**src/rtl/core/hmr_pkg.sv**
```systemverilog
// shared types, constants and width helpers for the histogram match pixel remap
package hmr_pkg;

	localparam int PIX_W = 8;
	localparam int REG_W = 16;
	localparam int CFG_IDX_W = 3;
	localparam int LATENCY = 13;
	localparam logic [PIX_W-1:0] PIX_MAX = '1;

	typedef enum logic [CFG_IDX_W-1:0] {
		CFG_ENABLE        = 3'd0,
		CFG_SOURCE_MEAN   = 3'd1,
		CFG_SOURCE_SPREAD = 3'd2,
		CFG_GOAL_MEAN     = 3'd3,
		CFG_GOAL_SPREAD   = 3'd4
	} cfg_idx_t;

	typedef struct packed {
		logic             enable;
		logic [REG_W-1:0] source_mean;
		logic [REG_W-1:0] source_spread;
		logic [REG_W-1:0] goal_mean;
		logic [REG_W-1:0] goal_spread;
	} cfg_t;

	// per-item control that rides along the pipeline
	typedef struct packed {
		logic             valid;
		logic             fixed;
		logic [PIX_W-1:0] pix;
	} ctl_t;

	// signed operand width: pixel or register range plus headroom for sums
	function automatic int op_w(input int frac_bits);
		int base;
		base = (frac_bits + PIX_W > REG_W + 1) ? frac_bits + PIX_W : REG_W + 1;
		return base + 3;
	endfunction

	function automatic int num_w(input int frac_bits);
		return 2 * op_w(frac_bits) + 1;
	endfunction

	// divisor is a positive segment width scaled by 2^frac_bits
	function automatic int den_w(input int frac_bits);
		return op_w(frac_bits) - 1 + frac_bits;
	endfunction

	function automatic int rem_w(input int frac_bits);
		return den_w(frac_bits) + PIX_W;
	endfunction

endpackage

```
**src/rtl/core/hmr_cfg_regs.sv**
```systemverilog
// configuration register file for the remap settings
module hmr_cfg_regs (
	input  logic                         clk,
	input  logic                         arst_n,
	input  logic                         cfg_valid,
	output logic                         cfg_ready,
	input  logic [hmr_pkg::CFG_IDX_W-1:0] cfg_index,
	input  logic [hmr_pkg::REG_W-1:0]    cfg_data,
	output hmr_pkg::cfg_t                cfg
);
	import hmr_pkg::*;

	cfg_t cfg_q;

	assign cfg_ready = 1'b1;
	assign cfg = cfg_q;

	always_ff @(posedge clk or negedge arst_n) begin
		if (!arst_n) begin
			cfg_q.enable        <= 1'b1;
			cfg_q.source_mean   <= '0;
			cfg_q.source_spread <= '0;
			cfg_q.goal_mean     <= '0;
			cfg_q.goal_spread   <= '0;
		end else if (cfg_valid && cfg_ready) begin
			unique case (cfg_idx_t'(cfg_index))
				CFG_ENABLE:        cfg_q.enable        <= cfg_data[0];
				CFG_SOURCE_MEAN:   cfg_q.source_mean   <= cfg_data;
				CFG_SOURCE_SPREAD: cfg_q.source_spread <= cfg_data;
				CFG_GOAL_MEAN:     cfg_q.goal_mean     <= cfg_data;
				CFG_GOAL_SPREAD:   cfg_q.goal_spread   <= cfg_data;
				default: begin
				end
			endcase
		end
	end

endmodule

```
**src/rtl/core/hmr_front.sv**
```systemverilog
// segment select, operand build, products and numerator sum (stages 1 to 3)
module hmr_front #(
	parameter int FRAC_BITS = 8
) (
	input  logic                                              clk,
	input  logic                                              arst_n,
	input  logic                                              accept,
	input  logic [hmr_pkg::PIX_W-1:0]                         pixel_in,
	input  hmr_pkg::cfg_t                                     cfg,
	output hmr_pkg::ctl_t                                     ctl_out,
	output logic signed [hmr_pkg::num_w(FRAC_BITS)-1:0]       num_out,
	output logic [hmr_pkg::den_w(FRAC_BITS)-1:0]              den_out
);
	import hmr_pkg::*;

	localparam int OW = op_w(FRAC_BITS);
	localparam int MW = 2 * OW;
	localparam int NW = num_w(FRAC_BITS);
	localparam int DW = den_w(FRAC_BITS);
	localparam logic signed [OW-1:0] HMAX = OW'(255 * (2 ** FRAC_BITS));
	localparam logic signed [OW-1:0] ONE = OW'(1);

	logic signed [OW-1:0] p, m, d, t, g;
	logic signed [OW-1:0] delta, x2, x3, y2, y3;
	logic signed [OW-1:0] u, v, x, y, w;

	logic signed [OW-1:0] u_s1, v_s1, x_s1, y_s1, w_s1;
	ctl_t                 ctl_s1;
	logic signed [MW-1:0] pa_s2, pb_s2;
	logic [DW-1:0]        den_s2;
	ctl_t                 ctl_s2;
	logic signed [NW-1:0] num_s3;
	logic [DW-1:0]        den_s3;
	ctl_t                 ctl_s3;

	assign p = OW'({pixel_in, {FRAC_BITS{1'b0}}});
	assign m = OW'(cfg.source_mean);
	assign d = OW'(cfg.source_spread);
	assign t = OW'(cfg.goal_mean);
	assign g = OW'(cfg.goal_spread);

	assign delta = t - m;
	assign x2 = m - d;
	assign x3 = m + d;
	assign y2 = (t + g) - (m + d);
	assign y3 = (t - g) - (m - d);

	// numerator is u*v + x*y over divisor w*2^FRAC_BITS
	always_comb begin
		u = p;
		v = ONE;
		x = '0;
		y = '0;
		w = ONE;
		if (cfg.source_spread == '0) begin
			if (p == m) begin
				u = p + delta;
			end else if (p < m) begin
				v = t;
				w = m;
			end else begin
				v = HMAX - m;
				x = delta;
				y = HMAX - p;
				w = HMAX - m;
			end
		end else begin
			if (p == x2) begin
				u = p + y2;
			end else if (p < x2) begin
				v = x2 + y2;
				w = x2;
			end else if (p <= x3) begin
				u = p + y2;
				v = x3 - x2;
				x = p - x2;
				y = y3 - y2;
				w = x3 - x2;
			end else begin
				u = p + y3;
				v = HMAX - x3;
				x = x3 - p;
				y = y3;
				w = HMAX - x3;
			end
		end
	end

	always_ff @(posedge clk or negedge arst_n) begin
		if (!arst_n) begin
			ctl_s1 <= '0;
			ctl_s2 <= '0;
			ctl_s3 <= '0;
		end else begin
			ctl_s1.valid <= accept;
			ctl_s1.fixed <= !cfg.enable;
			ctl_s1.pix   <= pixel_in;
			ctl_s2       <= ctl_s1;
			ctl_s3       <= ctl_s2;
		end
	end

	always_ff @(posedge clk) begin
		u_s1   <= u;
		v_s1   <= v;
		x_s1   <= x;
		y_s1   <= y;
		w_s1   <= w;
		pa_s2  <= MW'(u_s1) * MW'(v_s1);
		pb_s2  <= MW'(x_s1) * MW'(y_s1);
		den_s2 <= {w_s1[OW-2:0], {FRAC_BITS{1'b0}}};
		num_s3 <= NW'(pa_s2) + NW'(pb_s2);
		den_s3 <= den_s2;
	end

	assign ctl_out = ctl_s3;
	assign num_out = num_s3;
	assign den_out = den_s3;

endmodule

```
**src/rtl/core/hmr_divider.sv**
```systemverilog
// clamp check and pipelined restoring divide, one quotient bit per stage
module hmr_divider #(
	parameter int FRAC_BITS = 8
) (
	input  logic                                        clk,
	input  logic                                        arst_n,
	input  hmr_pkg::ctl_t                               ctl_in,
	input  logic signed [hmr_pkg::num_w(FRAC_BITS)-1:0] num_in,
	input  logic [hmr_pkg::den_w(FRAC_BITS)-1:0]        den_in,
	output logic                                        done,
	output logic [hmr_pkg::PIX_W-1:0]                   pixel_out
);
	import hmr_pkg::*;

	localparam int NW = num_w(FRAC_BITS);
	localparam int DW = den_w(FRAC_BITS);
	localparam int RW = rem_w(FRAC_BITS);
	localparam int QB = PIX_W;

	logic num_pos, sat;

	ctl_t             ctl_s [0:QB];
	logic [RW-1:0]    rem_s [0:QB];
	logic [DW-1:0]    den_s [0:QB];
	logic [PIX_W-1:0] q_s   [0:QB];

	logic             done_q;
	logic [PIX_W-1:0] pixel_q;

	// quotient of 256 or more saturates, so only 0..255 reaches the divide
	assign num_pos = !num_in[NW-1] && (num_in != '0);
	assign sat = num_in[NW-2:0] >= (NW-1)'({den_in, {PIX_W{1'b0}}});

	always_ff @(posedge clk or negedge arst_n) begin
		if (!arst_n) begin
			ctl_s[0] <= '0;
		end else begin
			ctl_s[0].valid <= ctl_in.valid;
			ctl_s[0].fixed <= ctl_in.fixed || !num_pos || sat;
			ctl_s[0].pix   <= ctl_in.fixed ? ctl_in.pix : (num_pos ? PIX_MAX : '0);
		end
	end

	always_ff @(posedge clk) begin
		rem_s[0] <= num_in[RW-1:0];
		den_s[0] <= den_in;
		q_s[0]   <= '0;
	end

	for (genvar k = 0; k < QB; k++) begin : g_bit
		logic [RW-1:0] dsh;
		logic          ge;

		assign dsh = RW'(den_s[k]) << (QB - 1 - k);
		assign ge = rem_s[k] >= dsh;

		always_ff @(posedge clk or negedge arst_n) begin
			if (!arst_n) begin
				ctl_s[k+1] <= '0;
			end else begin
				ctl_s[k+1] <= ctl_s[k];
			end
		end

		always_ff @(posedge clk) begin
			rem_s[k+1] <= ge ? rem_s[k] - dsh : rem_s[k];
			den_s[k+1] <= den_s[k];
			q_s[k+1]   <= q_s[k] | (PIX_W'(ge) << (QB - 1 - k));
		end
	end

	always_ff @(posedge clk or negedge arst_n) begin
		if (!arst_n) begin
			done_q <= 1'b0;
		end else begin
			done_q <= ctl_s[QB].valid;
		end
	end

	always_ff @(posedge clk) begin
		pixel_q <= ctl_s[QB].fixed ? ctl_s[QB].pix : q_s[QB];
	end

	assign done = done_q;
	assign pixel_out = pixel_q;

endmodule

```
**src/rtl/core/histogram_match_pixel_remap.sv**
```systemverilog
// top level of the pixel remap toward a target mean and spread
//
// usage: drive pixel_in with start high for one cycle per item; busy stays low,
// so a new pixel may be given on every clock.
// each item produces one result: done pulses for exactly one cycle with
// pixel_out valid in that cycle. the pipeline has three stages for segment
// select, products and numerator sum, one clamp stage, eight divide stages
// (one quotient bit each) and the output register. throughput is one pixel
// per clock.
// settings are written through cfg_valid/cfg_ready with cfg_index 0..4
// (enable, source mean, source spread, goal mean, goal spread); cfg_ready is
// always high and other indexes are ignored. write only while no item is in
// flight.
// reset clears the pipeline, sets enable and zeroes the other settings.
// the receiver cannot stall, so results are never held back.
module histogram_match_pixel_remap #(
	parameter int FRAC_BITS = 8
) (
	input  logic                          clk,
	input  logic                          arst_n,
	input  logic                          start,
	output logic                          busy,
	input  logic [hmr_pkg::PIX_W-1:0]     pixel_in,
	output logic                          done,
	output logic [hmr_pkg::PIX_W-1:0]     pixel_out,
	input  logic                          cfg_valid,
	output logic                          cfg_ready,
	input  logic [hmr_pkg::CFG_IDX_W-1:0] cfg_index,
	input  logic [hmr_pkg::REG_W-1:0]     cfg_data
);
	import hmr_pkg::*;

	localparam int NW = num_w(FRAC_BITS);
	localparam int DW = den_w(FRAC_BITS);

	cfg_t                 cfg;
	ctl_t                 ctl_mid;
	logic signed [NW-1:0] num_mid;
	logic [DW-1:0]        den_mid;

	assign busy = 1'b0;

	hmr_cfg_regs u_cfg (
		.clk       (clk),
		.arst_n    (arst_n),
		.cfg_valid (cfg_valid),
		.cfg_ready (cfg_ready),
		.cfg_index (cfg_index),
		.cfg_data  (cfg_data),
		.cfg       (cfg)
	);

	hmr_front #(
		.FRAC_BITS (FRAC_BITS)
	) u_front (
		.clk      (clk),
		.arst_n   (arst_n),
		.accept   (start && !busy),
		.pixel_in (pixel_in),
		.cfg      (cfg),
		.ctl_out  (ctl_mid),
		.num_out  (num_mid),
		.den_out  (den_mid)
	);

	hmr_divider #(
		.FRAC_BITS (FRAC_BITS)
	) u_div (
		.clk       (clk),
		.arst_n    (arst_n),
		.ctl_in    (ctl_mid),
		.num_in    (num_mid),
		.den_in    (den_mid),
		.done      (done),
		.pixel_out (pixel_out)
	);

endmodule

```
**config.mk**
```make
export PLATFORM = sky130hd
export DESIGN_NAME = histogram_match_pixel_remap
export DESIGN_NICKNAME = d
export VERILOG_FILES = /design/src/rtl/core/hmr_pkg.sv /design/src/rtl/core/hmr_cfg_regs.sv /design/src/rtl/core/hmr_front.sv /design/src/rtl/core/hmr_divider.sv /design/src/rtl/core/histogram_match_pixel_remap.sv
export SDC_FILE = /design/constraint.sdc
export NUM_CORES = 2
export LEC_CHECK = 0
export ABC_CLOCK_PERIOD_IN_PS = 8290
export BUFFER_PORTS_ARGS = -buffer_cell sky130_fd_sc_hd__buf_2
export CORE_UTILIZATION = 38
export CTS_BUF_LIST = sky130_fd_sc_hd__clkbuf_8
export CTS_CLUSTER_SIZE = 20
export DETAILED_ROUTE_END_ITERATION = 8
export PLACE_DENSITY = 0.58
export SYNTH_ARGS = -nofsm -noshare
export SYNTH_HDL_FRONTEND = slang
export SYNTH_SLANG_ARGS = --single-unit
```
**constraint.sdc**
```tcl
create_clock -name clk -period 8.29 [get_ports clk]
set_input_delay 1.658 -clock clk [delete_from_list [all_inputs] [get_ports clk]]
set_output_delay 1.658 -clock clk [all_outputs]
set_load 0.02 [all_outputs]
```
# Yosys cells after proc, flatten, opt, wreduce, memory -nomap -nowiden
# Memories as Yosys holds them, arrays and structs flattened.
# Cells that the tools add are included.
[word_totals]
register_bits = 452
mem_bits_rw = 630
inputBits = 31
output_inout_bits = 11
mem_count = 3
[classes]
n_addsub = 27
multipliers = 2
magnitude_cmp = 12
eq_ne = 6
mux = 39
bitwise_logic = 8
n_reduce_logical = 14
[memory_table]
columns = ["name", "depth", "word_bits", "rd", "rd_clocked_by_memory_dff", "write_ports", "line_no", "text"]
rows = [
  ["u_div.rem_s", 9, 35, 8, 0, 9, "hmr_divider.sv:23", "logic [RW-1:0] rem_s [0:QB];"],
  ["u_div.den_s", 9, 27, 8, 0, 9, "hmr_divider.sv:24", "logic [DW-1:0] den_s [0:QB];"],
  ["u_div.q_s", 9, 8, 9, 0, 9, "hmr_divider.sv:25", "logic [PIX_W-1:0] q_s [0:QB];"],
]
[ops]
columns = ["cell", "count"]
rows = [
  ["2-to-1 mux 20 bit", 23],
  ["2-to-1 mux 35 bit", 8],
  ["2-to-1 mux 19 bit", 5],
  ["adder 17 x 20 -> 20 bit", 4],
  ["multiplier 20 x 20 -> 40 bit", 2],
  ["subtractor 16 x 16 -> 17 bit", 3],
  ["adder 40 x 40 -> 41 bit", 1],
  ["nonzero test 41 bit", 1],
  [">= comparator 40 x 35 -> 1 bit", 1],
  ["subtractor 20 bit", 2],
  ["subtractor 17 x 17 -> 18 bit", 2],
  [">= comparator 35 x 27 -> 1 bit", 1],
  [">= comparator 35 x 28 -> 1 bit", 1],
  [">= comparator 35 x 29 -> 1 bit", 1],
  [">= comparator 35 x 30 -> 1 bit", 1],
  [">= comparator 35 x 31 -> 1 bit", 1],
  [">= comparator 35 x 32 -> 1 bit", 1],
  [">= comparator 35 x 33 -> 1 bit", 1],
  [">= comparator 35 x 34 -> 1 bit", 1],
  ["subtractor 35 x 27 -> 35 bit", 1],
  ["subtractor 35 x 28 -> 35 bit", 1],
  ["subtractor 35 x 29 -> 35 bit", 1],
  ["subtractor 35 x 30 -> 35 bit", 1],
  ["subtractor 35 x 31 -> 35 bit", 1],
  ["31 further kinds", 43],
]

# Longest topological paths before layout
[logic_depth]
word_depth = 7
ltp_mapped = 29

# By module
# From an unflattened synthesis, not the netlist that was laid out.
[hier_totals]
cells_unflattened = 8477
hier_area_um2 = 79074.6
[modules_own_cells]
columns = ["module", "instances", "cells_per_inst", "area_per_inst_um2"]
rows = [
  ["hmr_front", 1, 5427, 48611.6],
  ["hmr_divider", 1, 2904, 27806.7],
  ["hmr_cfg_regs", 1, 144, 2645.0],
  ["histogram_match_pixel_remap", 1, 2, 11.3],
]

# Worst setup path before layout
# No wires, ideal clock.
[synth_timing]
path_kind = "reg2reg"
startpoint = "reg u_front.y_s1[3]"
endpoint = "reg u_front.pb_s2[33]"
arrival_time_ps = 6684
t_required_ps = 8228
path_slack_ps = 1544
stages_incl_launch_ff = 25
path_buffers = 1
period_less_slack_ps = 6746
path_cell_list = "dfxtp_1 > clkbuf_1 > and2_1 > fa_1 > fa_1 > inv_1 > fa_1 > inv_1 > fa_1 > inv_1 > fa_1 > inv_1 > fa_1 > inv_1 > fa_1 > inv_1 > ha_1 > a21o_1 > a2111oi_0 > or3b_2 > a21oi_1 > a311o_1 > a21o_1 > or4b_1 > nand3_1"
[synth_via]
elab_chain_cells = 1
[synth_lines]
columns = ["element", "line_no", "text"]
rows = [
  ["start: declaration", "hmr_front.sv:27", "logic signed [OW-1:0] u_s1, v_s1, x_s1, y_s1, w_s1;"],
  ["start signal: assignment", "hmr_front.sv:107", "y_s1 <= y;"],
  ["multiplier 20 x 20 -> 40 bit", "hmr_front.sv:110", "pb_s2 <= MW'(x_s1) * MW'(y_s1);"],
  ["end signal: assignment", "hmr_front.sv:110", ""],
  ["end: declaration", "hmr_front.sv:29", "logic signed [MW-1:0] pa_s2, pb_s2;"],
]
# No other way between the ends.
# A chain may end at the register's enable or synchronous reset.

# Worst setup path after layout
[layout_timing]
startpoint = "reg u_front.y_s1[2]"
endpoint = "reg u_front.pb_s2[39]"
# Same word-level chain as after synthesis.

==> impl_metrics.json <==
{
  "outcome": "finished, final reports clean",
  "setup-tns-final_ns": 0,
  "yosys_warnings": 0,
  "min-delay-start": "u_front.den_out[23]",
  "finalSetupViolCount": 0,
  "firstDrtPassIters": 5,
  "dpl-instance-area_um2": 77690,
  "placement_rows": 162,
  "wirelength_routed_um": 206500,
  "mappedNetlistNets": 9510,
  "drcViolationCount": 0,
  "postSynthRegisterBits": 920,
  "critical_path_arrival_ns": 8.66,
  "ctsResizeCount": 0,
  "async_reset_ff_share_pct": 20.22,
  "max_freq_mhz": 125.5,
  "synth_top_area_cell": "sky130_fd_sc_hd__fa_1",
  "portBuffers": 39,
  "commonest_cells_after_routing_fill_and_taps_aside": "sky130_fd_sc_hd__inv_1, sky130_fd_sc_hd__fa_1, sky130_fd_sc_hd__dfxtp_1",
  "timing.critical_path.required_ns": 8.98,
  "synth_ff_type": "sky130_fd_sc_hd__dfxtp_1",
  "cells_along_the_critical_path": "and2_1 -> fa_1 -> fa_1 -> inv_1 -> fa_1 -> inv_1 -> fa_1 -> inv_1 -> fa_1 -> inv_1 -> fa_1 -> inv_1 -> fa_1 -> inv_1 -> ha_1 -> a21o_1 -> a2111oi_0 -> buf_4 -> or3b_2 -> a21oi_1 -> a311o_1 -> a31oi_1 -> nor2_1 -> a211oi_1",
  "number_of_clock_sinks": 920,
  "antenna_found_initial": 11,
  "design.core.area_um2": 194600,
  "maxSlewHeadroom_pct": 25.29,
  "layout.filler_cells": 19100,
  "rsz0062_at_grt": "no",
  "vias_in_the_first_global_route": 57490,
  "yosysUniqueCellTypes": 95,
  "postCtsHoldBufs": 0,
  "place_hpwl_um": 171400,
  "final_common_cell": "sky130_fd_sc_hd__inv_1",
  "insertion_delay_ns": 0.87,
  "design_area_um2": 80730,
  "crit_path_end_kind": "register",
  "worstReg2RegStart": "u_front.y_s1[2]",
  "holdWs_ns": 0.3122,
  "timing_worst_setup_path_type": "register to register",
  "cts.root.buffer_cell": "sky130_fd_sc_hd__clkbuf_8",
  "route.antenna.remaining_nets": 0,
  "total_global_routing_track_utilization_pct": 21.10,
  "floorplan.initialDensity_pct": 38.22,
  "initialDrtViolationCount": 3802,
  "post_synth_main_area_contributors": "sky130_fd_sc_hd__fa_1, sky130_fd_sc_hd__dfxtp_1, sky130_fd_sc_hd__ha_1",
  "synth_top_cell_area_share_pct": 23.20,
  "tritoncts.num_buffers": 145,
  "synth-seq-area-share_pct": 26.02,
  "synth-edff-count": 0,
  "die-area_um2": 197500,
  "netlist_area_um2": 74380,
  "layout-drive-gt1-share_pct": 5.982,
  "postCtsSetupRepairBufs": 0,
  "place_congestion": 0.9340,
  "max_cap_violations": 0,
  "path_max_fanout": 12,
  "clockBufferDepth": 3,
  "grt_first_pass_wirelength_um": 323000,
  "final-hold-violation-count": 0,
  "vias": 54680,
  "timing.critical_path.slowest_stage_cell": "sky130_fd_sc_hd__dfxtp_1",
  "die_h_um": 444.4,
  "syn-instance-count": 7971,
  "chipWidth_um": 444.4,
  "holdCritPathClass": "register to register",
  "finish.net_count": 9561,
  "area_delta_synth_final_pct": 8.551,
  "maximum_number_of_pins_on_one_net_before_global_route_repair": 68,
  "critPathMostFrequentCell": "sky130_fd_sc_hd__fa_1",
  "timing.hold.worst_endpoint": "u_div.den_s[0][23]",
  "regToRegEndpoint": "u_front.pb_s2[39]",
  "r2r.worst_path.cells": 24,
  "cts_tree": "yes",
  "avgRoutedWirePerCell_um": 19.31,
  "design.portCount": 42,
  "final_period_utilization_pct": 96.12,
  "final-max-slew-violation-count": 0,
  "h_tree_depth": 4,
  "finalCriticalPeriod_ns": 7.969,
  "cts.clk_slew.worst_paths_ns": 0.07,
  "worstHoldPathCells": 0,
  "grt-ovfl-total": 0,
  "final_core_util_pct": 41.49,
  "routed_vias_inst": 5.114,
  "worst_pin_slew_ns": 1.117,
  "worst_path_largest_cell_delay_ns": 0.70,
  "crit_path_start_kind": "register",
  "synth.avg_cell_area_um2": 9.331,
  "ff2ff_setup_slack_ns": 0.32,
  "worst_clock_skew_ns": 0.04904
}
## routing by layer
| metal | GRT usage [%] | vias up | wire length (um) |
|---|---|---|---|
| met1 | 26.60 | 26980 | 88200 |
| met5 | 0 | - | 28 |
| met3 | 2.502 | 399 | 9230 |
| met4 | 10.60 | 4 | 10940 |
| li1 | - | 25900 | - |
| met2 | 35.59 | 1393 | 98100 |
## kinds of logic (layout without fill, tap and decap cells)
family          count (synthesis)  in the layout  synth area share, %
buf+inv                      1551           1721                7.922
fa+ha+maj                    1509           1509                34.08
other cells                     2             11              0.01010
compound gates               1357           1357                11.64
flops                         920            920                26.02
simple gates                 2138           2138                14.32
xor+xnor                      431            431                5.086
mux                            63             63               0.9202
## per-stage QoR
stage	setup WS, ns	instances
2_1_floorplan	1.544	7971
3_3_place_gp	0.4611	10420
3_5_place_dp	0.4365	10420
4_1_cts	0.4011	10680
5_1_grt	0.01965	10680
6_report	0.3214	10690
## worst max-delay path by stage
stage | slack, ns | endpoint | from
after global routing | 0.02 | u_front.pb_s2[39] | u_front.y_s1[2]
after detailed placement | 0.44 | u_front.pb_s2[39] | u_front.y_s1[2]
after global placement | 0.46 | u_front.pa_s2[39] | u_front.v_s1[5]
after CTS | 0.40 | u_front.pb_s2[39] | u_front.y_s1[2]
final | 0.32 | u_front.pb_s2[39] | u_front.y_s1[2]
after floorplan | 1.54 | u_front.pb_s2[33] | u_front.y_s1[3]
## cell type report
cell class	instances	area (um^2)	share of cell area (%)
Sequential cell	920	19350	23.97
Clock inverter	100	737.0	0.9128
Antenna cell	9	22.52	0.02790
Inverter	1295	4861	6.021
Clock buffer	166	2285	2.830
Multi-Input combinational cell	5500	49180	60.92
Tap cell	2542	3181	3.939
Timing Repair Buffer	160	1114	1.379
## state kept, by name (all words and copies together) (netlist names)
name,flops
u_front.y_s1,20
u_front.u_s1,20
u_div.done,1
u_front.w_s1,19
u_front.x_s1,20
u_front.ctl_s1,10
u_front.ctl_s2,10
u_front.pb_s2,40
u_div.q_s,36
u_front.v_s1,20
u_front.pa_s2,40
u_div.ctl_s,90
u_front.ctl_out,10
u_div.den_s,152
u_front.den_out,19
u_front.num_out,41
u_front.den_s2,19
u_div.pixel_out,8
u_cfg.cfg,65
u_div.rem_s,280
## worst max-delay path: cells and delay by family, from the launching register on
kind,cells,cell delay [ns]
buf+inv,7,0.54
simple gates,3,0.46
fa+ha+maj,8,3.75
flops,1,0.70
compound gates,6,2.34
## Yosys cell counts, types with 110 or more instances
cell,n
sky130_fd_sc_hd__dfrtp_1,185
sky130_fd_sc_hd__ha_1,646
sky130_fd_sc_hd__o21ai_0,308
sky130_fd_sc_hd__dfxtp_1,734
sky130_fd_sc_hd__fa_1,862
sky130_fd_sc_hd__nor3_1,110
sky130_fd_sc_hd__a21o_1,164
sky130_fd_sc_hd__nand2_1,672
sky130_fd_sc_hd__clkbuf_1,228
sky130_fd_sc_hd__a21oi_1,383
sky130_fd_sc_hd__nor2_1,383
sky130_fd_sc_hd__inv_1,1292
sky130_fd_sc_hd__xor2_1,133
sky130_fd_sc_hd__and2_1,452
sky130_fd_sc_hd__xnor2_1,297
Power is not shown: default switching activity piles up to over one toggle a cycle in this logic, so the estimate is an artifact.
